==> config.mk <==
export PLATFORM = sky130hd
export DESIGN_NAME = dual_quadrature_wheel_counter
export DESIGN_NICKNAME = d
export VERILOG_FILES = /design/src/hw/rtl/dqwc_pkg.sv /design/src/hw/rtl/dqwc_front.sv /design/src/hw/rtl/dqwc_queue.sv /design/src/hw/rtl/dqwc_back.sv /design/src/hw/rtl/dual_quadrature_wheel_counter.sv
export SDC_FILE = /design/constraint.sdc
export NUM_CORES = 1
export LEC_CHECK = 0
export BUFFER_PORTS_ARGS = -buffer_cell sky130_fd_sc_hd__clkbuf_2
export CORE_AREA = 2 2 110 192
export CTS_BUF_LIST = sky130_fd_sc_hd__clkbuf_16
export DETAILED_ROUTE_END_ITERATION = 16
export DIE_AREA = 0 0 112 194
export SETUP_SLACK_MARGIN = 0.1
export SYNTH_ARGS = -nofsm -noshare
export SYNTH_HDL_FRONTEND = slang
export SYNTH_SLANG_ARGS = --single-unit
==> constraint.sdc <==
create_clock -name i_clk -period 5.6 [get_ports i_clk]
set_input_delay 0.28 -clock i_clk [delete_from_list [all_inputs] [get_ports i_clk]]
set_output_delay 0.28 -clock i_clk [all_outputs]
set_load 0.05 [all_outputs]
==> src/hw/rtl/dqwc_pkg.sv <==
// Shared types and constants for the dual quadrature wheel counter.
`default_nettype none

package dqwc_pkg;

    // Opcodes as carried in the request's user field.
    localparam logic [2:0] OP_EDGE      = 3'd0;
    localparam logic [2:0] OP_CLR_POS   = 3'd1;
    localparam logic [2:0] OP_WR_DIFF   = 3'd2;
    localparam logic [2:0] OP_LD_TRIG   = 3'd3;
    localparam logic [2:0] OP_CLR_SPEED = 3'd4;

    // Wheel selector codes.
    localparam logic [1:0] SIDE_LEFT  = 2'd0;
    localparam logic [1:0] SIDE_RIGHT = 2'd1;
    localparam logic [1:0] SIDE_PAIR  = 2'd2;

    localparam int COUNT_W   = 16;
    localparam int SPEED_W   = 8;
    localparam int IN_DATA_W = 24;
    localparam int IN_USER_W = 3;
    localparam int OUT_DATA_W = 5 * COUNT_W + 2 * SPEED_W;
    localparam int QUEUE_DEPTH = 2;

    typedef enum logic [2:0] {
        CMD_NOP,
        CMD_EDGE,
        CMD_CLR_POS,
        CMD_WR_DIFF,
        CMD_LD_TRIG,
        CMD_CLR_SPEED
    } t_kind;

    // A classified request: what to do, on which wheels, in which direction.
    typedef struct packed {
        t_kind               kind;
        logic                sel_left;
        logic                sel_right;
        logic                up;
        logic [COUNT_W-1:0]  value;
    } t_cmd;

endpackage

`default_nettype wire

==> src/hw/rtl/dqwc_front.sv <==
// Front end: takes input requests and classifies them into commands.
`default_nettype none

module dqwc_front (
    input  wire logic [2:0]                    i_opcode,
    input  wire logic [1:0]                    i_wheel,
    input  wire logic                          i_sensor,
    input  wire logic                          i_pin_a,
    input  wire logic                          i_pin_b,
    input  wire logic [dqwc_pkg::COUNT_W-1:0]  i_value,
    output dqwc_pkg::t_cmd                     o_cmd
);

    logic single;
    logic left_up;

    always_comb begin
        single  = (i_wheel == dqwc_pkg::SIDE_LEFT) || (i_wheel == dqwc_pkg::SIDE_RIGHT);
        // Left wheel counts up on an A edge with equal levels or a B edge with unequal ones.
        left_up = (i_pin_a == i_pin_b) != i_sensor;

        o_cmd.value     = i_value;
        o_cmd.sel_left  = (i_wheel == dqwc_pkg::SIDE_LEFT);
        o_cmd.sel_right = (i_wheel == dqwc_pkg::SIDE_RIGHT);
        // The right wheel is mounted mirrored.
        o_cmd.up        = left_up ^ (i_wheel == dqwc_pkg::SIDE_RIGHT);
        o_cmd.kind      = dqwc_pkg::CMD_NOP;

        unique case (i_opcode)
            dqwc_pkg::OP_EDGE: begin
                if (single) o_cmd.kind = dqwc_pkg::CMD_EDGE;
            end
            dqwc_pkg::OP_CLR_POS: begin
                if (i_wheel == dqwc_pkg::SIDE_PAIR) begin
                    o_cmd.sel_left  = 1'b1;
                    o_cmd.sel_right = 1'b1;
                    o_cmd.kind      = dqwc_pkg::CMD_CLR_POS;
                end else if (single) begin
                    o_cmd.kind = dqwc_pkg::CMD_CLR_POS;
                end
            end
            dqwc_pkg::OP_WR_DIFF: begin
                o_cmd.kind = dqwc_pkg::CMD_WR_DIFF;
            end
            dqwc_pkg::OP_LD_TRIG: begin
                if (single) o_cmd.kind = dqwc_pkg::CMD_LD_TRIG;
            end
            dqwc_pkg::OP_CLR_SPEED: begin
                if (single) o_cmd.kind = dqwc_pkg::CMD_CLR_SPEED;
            end
            default: begin
                o_cmd.kind = dqwc_pkg::CMD_NOP;
            end
        endcase
    end

endmodule

`default_nettype wire

==> src/hw/rtl/dqwc_queue.sv <==
// Short command queue between the front end and the back end.
`default_nettype none

module dqwc_queue (
    input  wire logic       i_clk,
    input  wire logic       i_rst_n,
    input  wire logic       i_push,
    input  dqwc_pkg::t_cmd  i_cmd,
    output logic            o_full,
    input  wire logic       i_pop,
    output logic            o_valid,
    output dqwc_pkg::t_cmd  o_cmd
);

    localparam int PTR_W = $clog2(dqwc_pkg::QUEUE_DEPTH);
    localparam int CNT_W = $clog2(dqwc_pkg::QUEUE_DEPTH + 1);
    localparam logic [CNT_W-1:0] DEPTH_CNT = CNT_W'(dqwc_pkg::QUEUE_DEPTH);

    dqwc_pkg::t_cmd r_mem [dqwc_pkg::QUEUE_DEPTH];
    logic [PTR_W-1:0] r_wr_ptr, n_wr_ptr;
    logic [PTR_W-1:0] r_rd_ptr, n_rd_ptr;
    logic [CNT_W-1:0] r_count, n_count;

    always_comb begin
        o_full  = (r_count == DEPTH_CNT);
        o_valid = (r_count != '0);
        o_cmd   = r_mem[r_rd_ptr];

        n_wr_ptr = r_wr_ptr;
        n_rd_ptr = r_rd_ptr;
        n_count  = r_count;
        if (i_push) begin
            n_wr_ptr = (r_wr_ptr == PTR_W'(dqwc_pkg::QUEUE_DEPTH - 1)) ? '0 : r_wr_ptr + 1'b1;
        end
        if (i_pop) begin
            n_rd_ptr = (r_rd_ptr == PTR_W'(dqwc_pkg::QUEUE_DEPTH - 1)) ? '0 : r_rd_ptr + 1'b1;
        end
        if (i_push && !i_pop) begin
            n_count = r_count + 1'b1;
        end else if (!i_push && i_pop) begin
            n_count = r_count - 1'b1;
        end
    end

    always_ff @(posedge i_clk) begin
        if (i_push) begin
            r_mem[r_wr_ptr] <= i_cmd;
        end
    end

    always_ff @(posedge i_clk) begin
        if (!i_rst_n) begin
            r_wr_ptr <= '0;
            r_rd_ptr <= '0;
            r_count  <= '0;
        end else begin
            r_wr_ptr <= n_wr_ptr;
            r_rd_ptr <= n_rd_ptr;
            r_count  <= n_count;
        end
    end

endmodule

`default_nettype wire

==> src/hw/rtl/dqwc_back.sv <==
// Back end: applies commands to the counters and holds the result for output.
`default_nettype none

module dqwc_back #(
    parameter int SPEED_LIMIT = 127
) (
    input  wire logic                             i_clk,
    input  wire logic                             i_rst_n,
    input  wire logic                             i_cmd_valid,
    input  dqwc_pkg::t_cmd                        i_cmd,
    output logic                                  o_cmd_pop,
    output logic                                  o_tvalid,
    input  wire logic                             i_tready,
    output logic [dqwc_pkg::OUT_DATA_W-1:0]       o_tdata
);

    localparam logic signed [dqwc_pkg::SPEED_W-1:0] LIM_HI =
        dqwc_pkg::SPEED_W'(SPEED_LIMIT);
    localparam logic signed [dqwc_pkg::SPEED_W-1:0] LIM_LO =
        dqwc_pkg::SPEED_W'(-SPEED_LIMIT);
    localparam logic signed [dqwc_pkg::SPEED_W-1:0] SPEED_STEP =
        dqwc_pkg::SPEED_W'(1);

    // Counter state doubles as the output register: it only moves on a pop,
    // and a pop only happens when the previous result has been taken.
    logic        [dqwc_pkg::COUNT_W-1:0] r_pos  [2];
    logic        [dqwc_pkg::COUNT_W-1:0] n_pos  [2];
    logic        [dqwc_pkg::COUNT_W-1:0] r_trig [2];
    logic        [dqwc_pkg::COUNT_W-1:0] n_trig [2];
    logic signed [dqwc_pkg::SPEED_W-1:0] r_speed [2];
    logic signed [dqwc_pkg::SPEED_W-1:0] n_speed [2];
    logic        [dqwc_pkg::COUNT_W-1:0] r_diff, n_diff;
    logic                                r_out_valid, n_out_valid;
    logic                                sel [2];

    always_comb begin
        o_cmd_pop   = i_cmd_valid && (!r_out_valid || i_tready);
        n_out_valid = o_cmd_pop ? 1'b1 : (r_out_valid && !i_tready);
        sel[0]      = i_cmd.sel_left;
        sel[1]      = i_cmd.sel_right;
        n_diff      = r_diff;

        for (int w = 0; w < 2; w++) begin
            n_pos[w]   = r_pos[w];
            n_trig[w]  = r_trig[w];
            n_speed[w] = r_speed[w];
            if (o_cmd_pop && sel[w]) begin
                unique case (i_cmd.kind)
                    dqwc_pkg::CMD_EDGE: begin
                        if (i_cmd.up) begin
                            n_pos[w] = r_pos[w] + 1'b1;
                            if (r_speed[w] < LIM_HI) n_speed[w] = r_speed[w] + SPEED_STEP;
                        end else begin
                            n_pos[w] = r_pos[w] - 1'b1;
                            if (r_speed[w] > LIM_LO) n_speed[w] = r_speed[w] - SPEED_STEP;
                        end
                        if (r_trig[w] != '0) n_trig[w] = r_trig[w] - 1'b1;
                    end
                    dqwc_pkg::CMD_CLR_POS:   n_pos[w]   = '0;
                    dqwc_pkg::CMD_LD_TRIG:   n_trig[w]  = i_cmd.value;
                    dqwc_pkg::CMD_CLR_SPEED: n_speed[w] = '0;
                    default: ;
                endcase
            end
        end

        if (o_cmd_pop) begin
            unique case (i_cmd.kind)
                dqwc_pkg::CMD_EDGE: begin
                    // Left counts add to the difference, right counts subtract.
                    if (i_cmd.up ^ i_cmd.sel_right) n_diff = r_diff + 1'b1;
                    else                           n_diff = r_diff - 1'b1;
                end
                dqwc_pkg::CMD_WR_DIFF: n_diff = i_cmd.value;
                default: ;
            endcase
        end

        o_tvalid = r_out_valid;
        o_tdata  = {r_trig[1], r_trig[0], r_speed[1], r_speed[0], r_diff, r_pos[1], r_pos[0]};
    end

    always_ff @(posedge i_clk) begin
        if (!i_rst_n) begin
            r_out_valid <= 1'b0;
            r_diff      <= '0;
            for (int w = 0; w < 2; w++) begin
                r_pos[w]   <= '0;
                r_trig[w]  <= '0;
                r_speed[w] <= '0;
            end
        end else begin
            r_out_valid <= n_out_valid;
            r_diff      <= n_diff;
            for (int w = 0; w < 2; w++) begin
                r_pos[w]   <= n_pos[w];
                r_trig[w]  <= n_trig[w];
                r_speed[w] <= n_speed[w];
            end
        end
    end

endmodule

`default_nettype wire

==> src/hw/rtl/dual_quadrature_wheel_counter.sv <==
// Top level of the dual quadrature wheel counter with x4 decoding.
//
//  Channel  | Dir | Contents
//  ---------+-----+---------------------------------------------------------
//  s_axis   | in  | one request: an edge event or a counter command
//  m_axis   | out | one result per request: all counters after the update
//
// A request is classified as it is accepted and written into a two-entry
// command queue; the back end pops one command per clock while m_axis is not
// stalled, so one request per cycle is then sustained. Each result is
// registered in the back end. A stalled m_axis holds its result while the
// queue takes up to two more requests, then s_axis_tready drops.
// Synchronous active-low reset zeroes every counter and empties the queue.
`default_nettype none

module dual_quadrature_wheel_counter #(
    parameter int SPEED_LIMIT = 127
) (
    input  wire logic                               i_clk,
    input  wire logic                               i_rst_n,
    input  wire logic                               s_axis_tvalid,
    output logic                                    s_axis_tready,
    // [1:0] wheel, [2] sensor, [3] pin_a, [4] pin_b, [20:5] value, [23:21] zero
    input  wire logic [dqwc_pkg::IN_DATA_W-1:0]     s_axis_tdata,
    // [2:0] opcode
    input  wire logic [dqwc_pkg::IN_USER_W-1:0]     s_axis_tuser,
    output logic                                    m_axis_tvalid,
    input  wire logic                               m_axis_tready,
    // [15:0] position_left, [31:16] position_right, [47:32] wheel_difference,
    // [55:48] speed_left, [63:56] speed_right, [79:64] trigger_left,
    // [95:80] trigger_right
    output logic [dqwc_pkg::OUT_DATA_W-1:0]         m_axis_tdata
);

    dqwc_pkg::t_cmd front_cmd;
    dqwc_pkg::t_cmd queue_cmd;
    logic           queue_full;
    logic           queue_valid;
    logic           queue_pop;
    logic           push;

    assign s_axis_tready = !queue_full;
    assign push          = s_axis_tvalid && !queue_full;

    dqwc_front u_front (
        .i_opcode (s_axis_tuser[2:0]),
        .i_wheel  (s_axis_tdata[1:0]),
        .i_sensor (s_axis_tdata[2]),
        .i_pin_a  (s_axis_tdata[3]),
        .i_pin_b  (s_axis_tdata[4]),
        .i_value  (s_axis_tdata[20:5]),
        .o_cmd    (front_cmd)
    );

    dqwc_queue u_queue (
        .i_clk   (i_clk),
        .i_rst_n (i_rst_n),
        .i_push  (push),
        .i_cmd   (front_cmd),
        .o_full  (queue_full),
        .i_pop   (queue_pop),
        .o_valid (queue_valid),
        .o_cmd   (queue_cmd)
    );

    dqwc_back #(
        .SPEED_LIMIT (SPEED_LIMIT)
    ) u_back (
        .i_clk       (i_clk),
        .i_rst_n     (i_rst_n),
        .i_cmd_valid (queue_valid),
        .i_cmd       (queue_cmd),
        .o_cmd_pop   (queue_pop),
        .o_tvalid    (m_axis_tvalid),
        .i_tready    (m_axis_tready),
        .o_tdata     (m_axis_tdata)
    );

endmodule

`default_nettype wire

==> results of run 1 <==
==> layout by cell type, fill, tap and decap left out, types with 13 or more instances in the layout <==
cell type	n
or3_1	17
xnor2_1	33
ha_1	52
a21oi_1	77
nand3_1	17
a31oi_1	14
clkbuf_2	125
and2_1	17
a21o_1	13
nor2b_1	19
o21ai_0	65
mux2i_1	22
clkbuf_16	17
nand2_1	81
edfxtp_1	44
nor3_1	45
dfxtp_1	102
a22oi_1	32
inv_1	23
nor2_1	134
==> metrics by stage <==
step	power (µW)	area, µm²
after floorplan	3438	8932
after global placement	4003	9754
after detailed placement	4033	9754
after CTS	5111	10290
after global routing	5442	10290
final	5085	10290
==> power by group through the flow <==
stage	Clock (µW)	Sequential, µW	Combinational (µW)
after floorplan	0	1710	1720
final	1060	1440	2580
after CTS	1090	1440	2580
after global placement	0	1460	2550
after detailed placement	0	1460	2570
after global routing	1120	1460	2860
==> worst reg2reg max path: stages (launching register included) <==
cell and delay [ns]:
dfxtp_1 0.42, mux2i_4 0.67, buf_4 0.39, ha_1 0.29
nor2b_1 0.14, o21a_1 0.17, o21ai_0 0.38, a21oi_1 0.17
nor3_1 0.28, o31ai_1 0.13, xor2_1 0.15, a22oi_1 0.16
nor2_1 0.05
==> flip-flops by register name, summed over array words and instances (netlist names), named ones only <==
register and count:
u_back.r_diff 16, u_queue.r_wr_ptr 1, u_queue.r_mem 44, u_back.r_trig 32
u_queue.r_rd_ptr 1, u_back.r_pos 32, u_back.o_tvalid 1, u_queue.r_count 2
u_back.r_speed 16
==> cells by family after synthesis <==
family,Yosys count
DFF,146
xor gates and xnor gates,42
buffers and inverters,69
adders and majority gates,56
muxes,28
and+or+nand+nor,402
AOI/OAI and AO/OA,290
==> cell type report <==
cell class	instances	share of cell area, %
clock inverter	15	1.094
sequential	146	32.68
tap	248	3.015
timing repair buffer	137	6.954
inverter	23	0.8388
clock buffer	17	4.133
multi-input combinational	818	51.29
==> worst max path at each step <==
stage | start | to | slack, ns | depth (start not counted)
2_1_floorplan | flip-flop | u_back.r_pos[0][30] | 1.30 | 13
3_3_place_gp | flip-flop | u_back.r_pos[0][14] | 2.05 | 12
3_5_place_dp | flip-flop | u_back.r_pos[0][14] | 2.01 | 12
4_1_cts | flip-flop | u_back.r_pos[0][14] | 1.99 | 12
5_1_grt | flip-flop | u_back.r_pos[0][15] | 1.67 | 11
6_report | flip-flop | u_back.r_pos[0][14] | 2.06 | 12
==> layer usage <==
| metal | vias up | global-route usage [%] |
|---|---|---|
| met5 | - | 0 |
| met4 | 0 | 9.937 |
| met3 | 44 | 4.064 |
| met2 | 157 | 42.31 |
| met1 | 3902 | 24.62 |
| li1 | 4021 | - |
==> synth_stat cells (all sizes together) (8+ instances only) <==
cell type and n:
o221a 12, nand4 9, xnor2 33, edfxtp 44, ha 52, o21ai 71, nand3 18, a21o 13
a22oi 32, nand2 82, dfxtp 102, a21oi 79, and3 10, inv 23, o22ai 9, nor2 138
buf 21, nand2b 13, mux2i 24, nor2b 19, and2 19, xor2 9, o21a 8, a31oi 14
nor4 13, or3 17, clkbuf 25, nor3 45
==> run metrics, run 1 <==
Synth Flop Type dfxtp_1; Reg clk slew, reported paths 0.07 ns; Skew-Pair Late Insertion Delay 0.44 ns; Antenna Violating Nets Remaining 0; YS warnings 0; Die H 194 µm; DR vias 8,124; RSZ-0062 raised after global routing false; hpwl dp 17,790 µm; multiplexer share of the synthesized area 3.278%; Sw Ratio 46.32%; postcts setup bufs 0; DRT iter0 DRCs 416; top achievable clock speed 0.2821 GHz; largest area contributor in the netlist dfxtp_1; vias in the first global route 7,828; CTS max path bufs 2; Cell Area, Synth 0.008932 mm²; Residual DRC 0; GR Overflow Total 0; Die ar. 0.02173 mm²; Max Transition Viols Final 0; Pleak 0.004248 µW; Worst Hold Launch s_axis_tdata[14]; layout net count 1,230; layout overhead on the synthesized area 15.23%; area fraction of the dominant cell type after synthesis 22.86%; gr usage total 22.66%; Min-Delay Path Depth 1; Slowest Stage Delay on Critical Path 0.67 ns; final setup margin 2.056 ns; Period minus WS final 3.544 ns; Seq pwr share 28.3%; post-synthesis simple-gate area fraction 22.27%; type of origin of the critical path flip-flop; port bufs 125; worst path required time 5.88 ns; met3 WL 954 µm; Core ar. 0.02020 mm²; Initial Utilization 44.22%; share of layout cells above drive strength 1 17.47%; type of the worst min-delay path primary input to flip-flop; Fin Clk Skew 0.01240 ns; routed wire length 24,690 µm; RR Endpoint u_back.r_pos[0][14]; num rows 69; Crit Path Class flip-flop to flip-flop; TritonCTS buffer count 17; CTS tree built; met2 routed WL 13,150 µm; GPL Wtd Cong 0.8326; placed insts 1,372; Seq/Total Area, Yosys 37.65%; DR vias/cell 5.786; Critical Path Fanout Max 20; final number of setup-violating endpoints 0; Non-Filler Instances 1,404; highest routed layer met4; first-pass GRT wire length 39,760 µm; Least-Margin Pin Slew 1.197 ns; multi-input combinational cell area 0.005279 mm²; CP Buf/Inv Count 1; Worst Reg2Reg Path Length in Cells 12; Critical Path, Cell by Cell mux2i_4 > buf_4 > ha_1 > nor2b_1 > o21a_1 > o21ai_0 > a21oi_1 > nor3_1 > o31ai_1 > xor2_1 > a22oi_1 > nor2_1; slew margin rel. 20.11%; syn avg cell area 8.647 µm²; setup TNS 0 ns; hold-fix buffers at CTS 0; post-layout util 50.95%; n_diodes 0; Pre-antenna DRT Iters 5; status completed; Synth cell types 72; Combinational Power Share 50.8%; routed len/inst 17.59 µm; Setup crit end kind flip-flop; async set-or-reset flop fraction in the synthesized netlist 0%; Worst Hold Endpoint u_queue.r_mem[1][9]; crit share post-route 63.29%; xor and xnor fraction of the mapped netlist area 4.118%; NetSw 2355 µW; arrival time of the worst setup path 3.83 ns; Final Hold Fails 0; Synth Area in Compound Gates 21.07%; IO Count 129; PostCTS Resize Cnt 0; internal power 2729 µW; # fillers 1,968; Reg area 0.003363 mm²; Root Buffer clkbuf_16; Clock power frac 20.9%; initial antenna violation count 0; post-synthesis register bit count 146; CP top delay family compound AO/OA/AOI/OAI gates; main combinational cell family by area after synthesis simple AND/OR/NAND/NOR gates; Adder-Cell Fraction of Synth Area 8.180%; Synthesized Nets 1,120; clock sink count 146; Post-synth EDFFs 44; Die Wd 112 µm; Worst path slowest cell mux2i_4; setup slack after placement 2.014 ns; largest net degree at the start of global routing 57; Hold WS 0.02513 ns; synth top area cells dfxtp_1 (23%), edfxtp_1 (15%), ha_1 (7.3%); cell count after synthesis 1,033; DRT met1 WL 9736 µm; power per cell area 494.0 mW/mm²; MaxCap Viol Count 0; H-tree depth 4; Max IR drop VDD 0.2646 mV; r2r setup slk 2.06 ns
(Power assumes the default switching activity.)
==> run 2: changes to the inputs <==
Clock period 5.6 ns to 3.7 ns, I/O delays scaled along.
==> run 2 against run 1 <==
Net effect:
- register-to-register slack lost 1.5 ns
- non-clock buffer count grew 25
- combinational power grew 53%
- global-route usage grew 0.87 points
- clock power grew 67%
- critical path depth is the same
- routed wire length grew 2.3%
- sequential power grew 51%
==> run metrics, run 2 (synthesis gave the netlist of run 1 again) <==
status completed; Min-Delay Path Depth 2; Pre-antenna DRT Iters 5; r2r setup slk 0.52 ns; Die H 194 µm; clock sink count 146; hold-fix buffers at CTS 16; gr usage total 23.52%; layout overhead on the synthesized area 18.41%; initial antenna violation count 0; type of the worst min-delay path primary input to flip-flop; port bufs 125; Worst Hold Launch s_axis_tuser[0]; internal power 4367 µW; Die ar. 0.02173 mm²; GPL Wtd Cong 0.8741; type of origin of the critical path flip-flop; Non-Filler Instances 1,429; RSZ-0062 raised after global routing false; Setup crit end kind flip-flop; Largest regs u_queue.r_mem (44), u_back.r_pos (32), u_back.r_trig (32); Max Transition Viols Final 0; DR vias 8,219; DRT iter0 DRCs 378; DR vias/cell 5.752; Fin Clk Skew 0.01544 ns; top achievable clock speed 0.3149 GHz; crit share post-route 85.84%; num rows 69; MaxCap Viol Count 0; # fillers 1,997; H-tree depth 4; Worst Hold Endpoint u_queue.r_mem[1][19]; first-pass GRT wire length 41,330 µm; Critical Path Fanout Max 19; setup TNS 0 ns; Biggest register u_queue.r_mem; CTS tree built; multi-input combinational cell area 0.005279 mm²; slew margin rel. 22.00%; Seq pwr share 27.5%; CTS max path bufs 2; Root Buffer clkbuf_16; GR Overflow Total 0; PostCTS Resize Cnt 0; max reg flops 44; Clock power frac 22.4%; worst path required time 4.03 ns; Sw Ratio 44.75%; power per cell area 747.4 mW/mm²; Period minus WS final 3.176 ns; Skew-Pair Late Insertion Delay 0.43 ns; hpwl dp 18,000 µm; Reg area 0.003363 mm²; post-layout util 52.35%; TritonCTS buffer count 17; Core ar. 0.02020 mm²; Combinational Power Share 50.1%; postcts setup bufs 0; Final Hold Fails 0; largest net degree at the start of global routing 57; Max IR drop VDD 0.4204 mV; leading cell type in the layout, fill and taps excluded nor2_1; placed insts 1,381; share of layout cells above drive strength 1 17.78%; RR Endpoint u_back.r_pos[0][31]; layout net count 1,255; Crit Path Class flip-flop to flip-flop; Pleak 0.004383 µW; Antenna Violating Nets Remaining 0; Least-Margin Pin Slew 1.169 ns; Initial Utilization 44.22%; Die Wd 112 µm; n_diodes 0; arrival time of the worst setup path 3.51 ns; Reg clk slew, reported paths 0.06 ns; vias in the first global route 8,130; routed wire length 25,270 µm; routed len/inst 17.68 µm; Residual DRC 0; IO Count 129; most frequent cells in the layout nor2_1 (134), clkbuf_2 (125), dfxtp_1 (102); NetSw 3537 µW; Worst Reg2Reg Path Length in Cells 12; final number of setup-violating endpoints 0
## run 2: cell types whose count changed in the layout (fill, tap and decap cells not counted)
cell,before,now
dlygate4sd3_1,0,16
buf_4,12,21
clkinv_4,5,1
bufinv_16,0,3
clkinvlp_4,4,6
inv_6,3,1
clkinv_2,0,1
clkinvlp_2,1,0
inv_1,23,24
## run 2: area by class of cell
class / count / area share, %
Tap cell: 248 / 2.934
Inverter: 23 / 0.8163
Sequential cell: 146 / 31.80
Timing Repair Buffer: 162 / 8.920
Clock buffer: 17 / 4.022
Clock inverter: 15 / 1.597
Multi-Input combinational cell: 818 / 49.91
## run 2: through the flow
stage                     hold WS (ns)  power (µW)  instance area (µm²)  worst slack [ns]
after floorplan                 0.2839        5211                 8941            0.1583
after global placement          0.3750        6104                 9822            0.5415
after detailed placement        0.3799        6140                 9822            0.5368
after CTS                       0.1009        7957                10580            0.5085
after global routing            0.1372        8477                10580            0.1156
final                           0.1151        7905                10580            0.5239
## run 2: power groups by stage
| stage | sequential, µW | combinational, µW | clock (µW) |
|---|---|---|---|
| 3_5_place_dp | 2210 | 3930 | 0 |
| 3_3_place_gp | 2210 | 3900 | 0 |
| 4_1_cts | 2180 | 3970 | 1810 |
| 6_report | 2180 | 3960 | 1770 |
| 5_1_grt | 2220 | 4380 | 1880 |
| 2_1_floorplan | 2600 | 2620 | 0 |
## run 2: how the worst max path moves through the flow
stage,slack (ns),to,cells after the start,startpoint
detailed placement,0.54,u_back.r_speed[0][15],12,flip-flop
floorplan,0.16,u_back.r_pos[0][30],13,flip-flop
finish,0.52,u_back.r_pos[0][31],12,flip-flop
global route,0.12,u_back.r_pos[0][31],12,flip-flop
CTS,0.51,u_back.r_pos[0][31],12,flip-flop
global placement,0.54,u_back.r_speed[0][15],12,flip-flop
## run 2: worst max-delay path, cell delays in order, from the launching register on
cell	delay [ns]
dfxtp_1	0.38
mux2i_4	0.46
buf_4	0.35
ha_1	0.32
o21ai_0	0.15
nand2b_1	0.10
a31oi_1	0.16
o21ai_1	0.12
a41oi_1	0.31
a21oi_1	0.12
xnor2_1	0.15
or3_1	0.31
a31oi_1	0.14
## run 2: metal layers
layer | vias to the layer above | part of all wire (%) | track usage, %
met5 | - | 0 | 0
met4 | 0 | 3.5 | 10.16
met3 | 37 | 3.4 | 3.782
met2 | 187 | 54 | 44.04
met1 | 3925 | 39 | 25.82
li1 | 4070 | - | -
==> run 3: changes to the inputs <==
Settings changed: SYNTH_HIERARCHICAL set to 1.
==> run 3 against run 2 <==
Net effect:
- non-clock buffer count fell by 4
- combinational power is 5.8% lower
- register-to-register slack improved by 0.13 ns
- critical endpoint is now u_back/r_pos[0][15]
- largest cell class unchanged
==> run metrics, run 3 <==
Max Transition Viols Final 0; largest net degree at the start of global routing 67; commonest cells in the netlist nor2_1 (120), a21oi_1 (110), dfxtp_1 (102); Skew-Pair Late Insertion Delay 0.44 ns; gr usage total 23.74%; post-synthesis register bit count 146; GR Overflow Total 0; internal power 4197 µW; power per cell area 714.1 mW/mm²; Pleak 0.004246 µW; IO Count 129; syn avg cell area 8.464 µm²; Post-synth EDFFs 44; Reg clk slew, reported paths 0.06 ns; TritonCTS buffer count 17; layout overhead on the synthesized area 18.29%; routed wire length 25,770 µm; final number of setup-violating endpoints 0; num rows 69; clock sink count 146; Sw Ratio 44.52%; Initial Utilization 44.33%; Pre-antenna DRT Iters 5; Die ar. 0.02173 mm²; GPL Wtd Cong 0.8742; Fin Clk Skew 0.008077 ns; largest area contributor in the netlist dfxtp_1; Synth Flop Type dfxtp_1; routed len/inst 18.03 µm; RSZ-0062 raised after global routing false; placed insts 1,381; NetSw 3368 µW; type of origin of the critical path flip-flop; leading cell type in the layout, fill and taps excluded clkbuf_2; count leader, synth nor2_1; initial antenna violation count 0; top achievable clock speed 0.3286 GHz; Die H 194 µm; Non-Filler Instances 1,429; Root Buffer clkbuf_16; first-pass GRT wire length 41,070 µm; arrival time of the worst setup path 3.41 ns; status completed; Crit Path Class flip-flop to flip-flop; Period minus WS final 3.043 ns; Synth cell types 76; hold-fix buffers at CTS 16; Residual DRC 0; Synthesized Nets 1,143; Max IR drop VDD 0.5093 mV; port bufs 125; Cell Area, Synth 0.008955 mm²; Die Wd 112 µm; DRT iter0 DRCs 486; worst path required time 4.06 ns; H-tree depth 4; postcts setup bufs 0; synth top area cells dfxtp_1 (23%), edfxtp_1 (15%), ha_1 (7.0%); DR vias/cell 5.754; YS warnings 6; cell count after synthesis 1,058; Hold WS 0.08105 ns; n_diodes 0; Overall Power 7564 µW; max reg flops 44; CTS max path bufs 2; Core ar. 0.02020 mm²; PostCTS Resize Cnt 0; Biggest register u_queue/r_mem; hpwl dp 18,200 µm; Seq pwr share 28.0%; share of layout cells above drive strength 1 19.56%; layout net count 1,253; CTS tree built; Seq/Total Area, Yosys 37.56%; crit share post-route 82.25%; Combinational Power Share 49.3%; slew margin rel. 22.32%; Final Hold Fails 0; setup TNS 0 ns; area fraction of the dominant cell type after synthesis 22.80%; type of the worst min-delay path primary input to flip-flop; Setup crit end kind flip-flop; post-layout util 52.43%; MaxCap Viol Count 0; Clock power frac 22.7%; Critical Path Fanout Max 42; Largest regs u_queue/r_mem (44), u_back/r_pos (32), u_back/r_trig (32); vias in the first global route 7,886; async set-or-reset flop fraction in the synthesized netlist 0%; most frequent cells in the layout clkbuf_2 (125), nor2_1 (120), a21oi_1 (110); Least-Margin Pin Slew 1.165 ns; Antenna Violating Nets Remaining 0; DR vias 8,222
-- run 3: cell count changes after synthesis, sizes merged, moves of 9 or more --
| cell | before | now |
|---|---|---|
| a21oi | 79 | 112 |
| a22oi | 32 | 12 |
| buf | 21 | 33 |
| clkbuf | 25 | 34 |
| inv | 23 | 41 |
| mux2 | 4 | 23 |
| mux2i | 24 | 4 |
| nor2 | 138 | 120 |
| nor3 | 45 | 36 |
| xor2 | 9 | 21 |
-- run 3: power groups by stage --
stage               sequential, µW  clock, µW  combinational, µW
floorplan                     2520          0               2470
global placement              2150          0               3650
detailed placement            2160          0               3670
CTS                           2120       1750               3710
global route                  2160       1820               4080
finish                        2120       1720               3730
-- run 3: final cells by class --
class / instances / area, µm²
Inverter: 41 / 157.7
Tap cell: 248 / 310.3
Sequential cell: 146 / 3364
Timing Repair Buffer: 158 / 925.9
Clock buffer: 17 / 425.4
Multi-Input combinational cell: 804 / 5263
Clock inverter: 15 / 146.4
Fill cell: 1993 / 9609
-- run 3: kinds of logic (layout without fill, tap and decap cells) --
family / count (synthesis) / count (layout) / share of synthesized area, %
AOI/OAI and AO/OA: 306 / 306 / 21.01
and+or+nand+nor: 369 / 369 / 19.99
adders and majority gates: 54 / 54 / 7.880
xor gates and xnor gates: 48 / 48 / 4.695
buffers and inverters: 108 / 231 / 5.519
DFF: 146 / 146 / 37.56
muxes: 27 / 27 / 3.339
-- run 3: worst paths after layout --
check                       from  slack (ns)                   to  cells past startpoint
max reg2reg            flip-flop        0.66  u_back/r_pos[0][15]                     12
min                m_axis_tready        0.08      u_back/o_tvalid                      3
min reg2reg  u_back/r_pos[0][12]        0.48  u_back/r_pos[0][12]                      2
max                    flip-flop        0.66  u_back/r_pos[0][15]                     12
-- run 3: metal layers --
| layer | GRT usage, % | share of wire (%) | wire, µm |
|---|---|---|---|
| met5 | 0 | 0 | 0 |
| met4 | 11.70 | 4.0 | 1037 |
| met3 | 4.564 | 4.2 | 1078 |
| met2 | 44.49 | 54 | 13840 |
| met1 | 24.92 | 38 | 9814 |
-- run 3: through the flow --
stage | instance area, µm² | worst slack (ns)
2_1_floorplan | 9135 | 0.06030
3_3_place_gp | 9861 | 0.6999
3_5_place_dp | 9861 | 0.6584
4_1_cts | 10590 | 0.6472
5_1_grt | 10590 | 0.4154
6_report | 10590 | 0.6569
-- run 3: critical path, cell delays in order, from the launching register on --
cell	delay, ns
dfxtp_2	0.35
mux2_4	0.35
clkinvlp_4	0.09
buf_12	0.29
ha_4	0.25
a21oi_1	0.13
nor2b_1	0.09
a311oi_2	0.39
a211oi_2	0.16
a221o_1	0.39
nor4_1	0.18
a41oi_1	0.08
a22oi_1	0.19
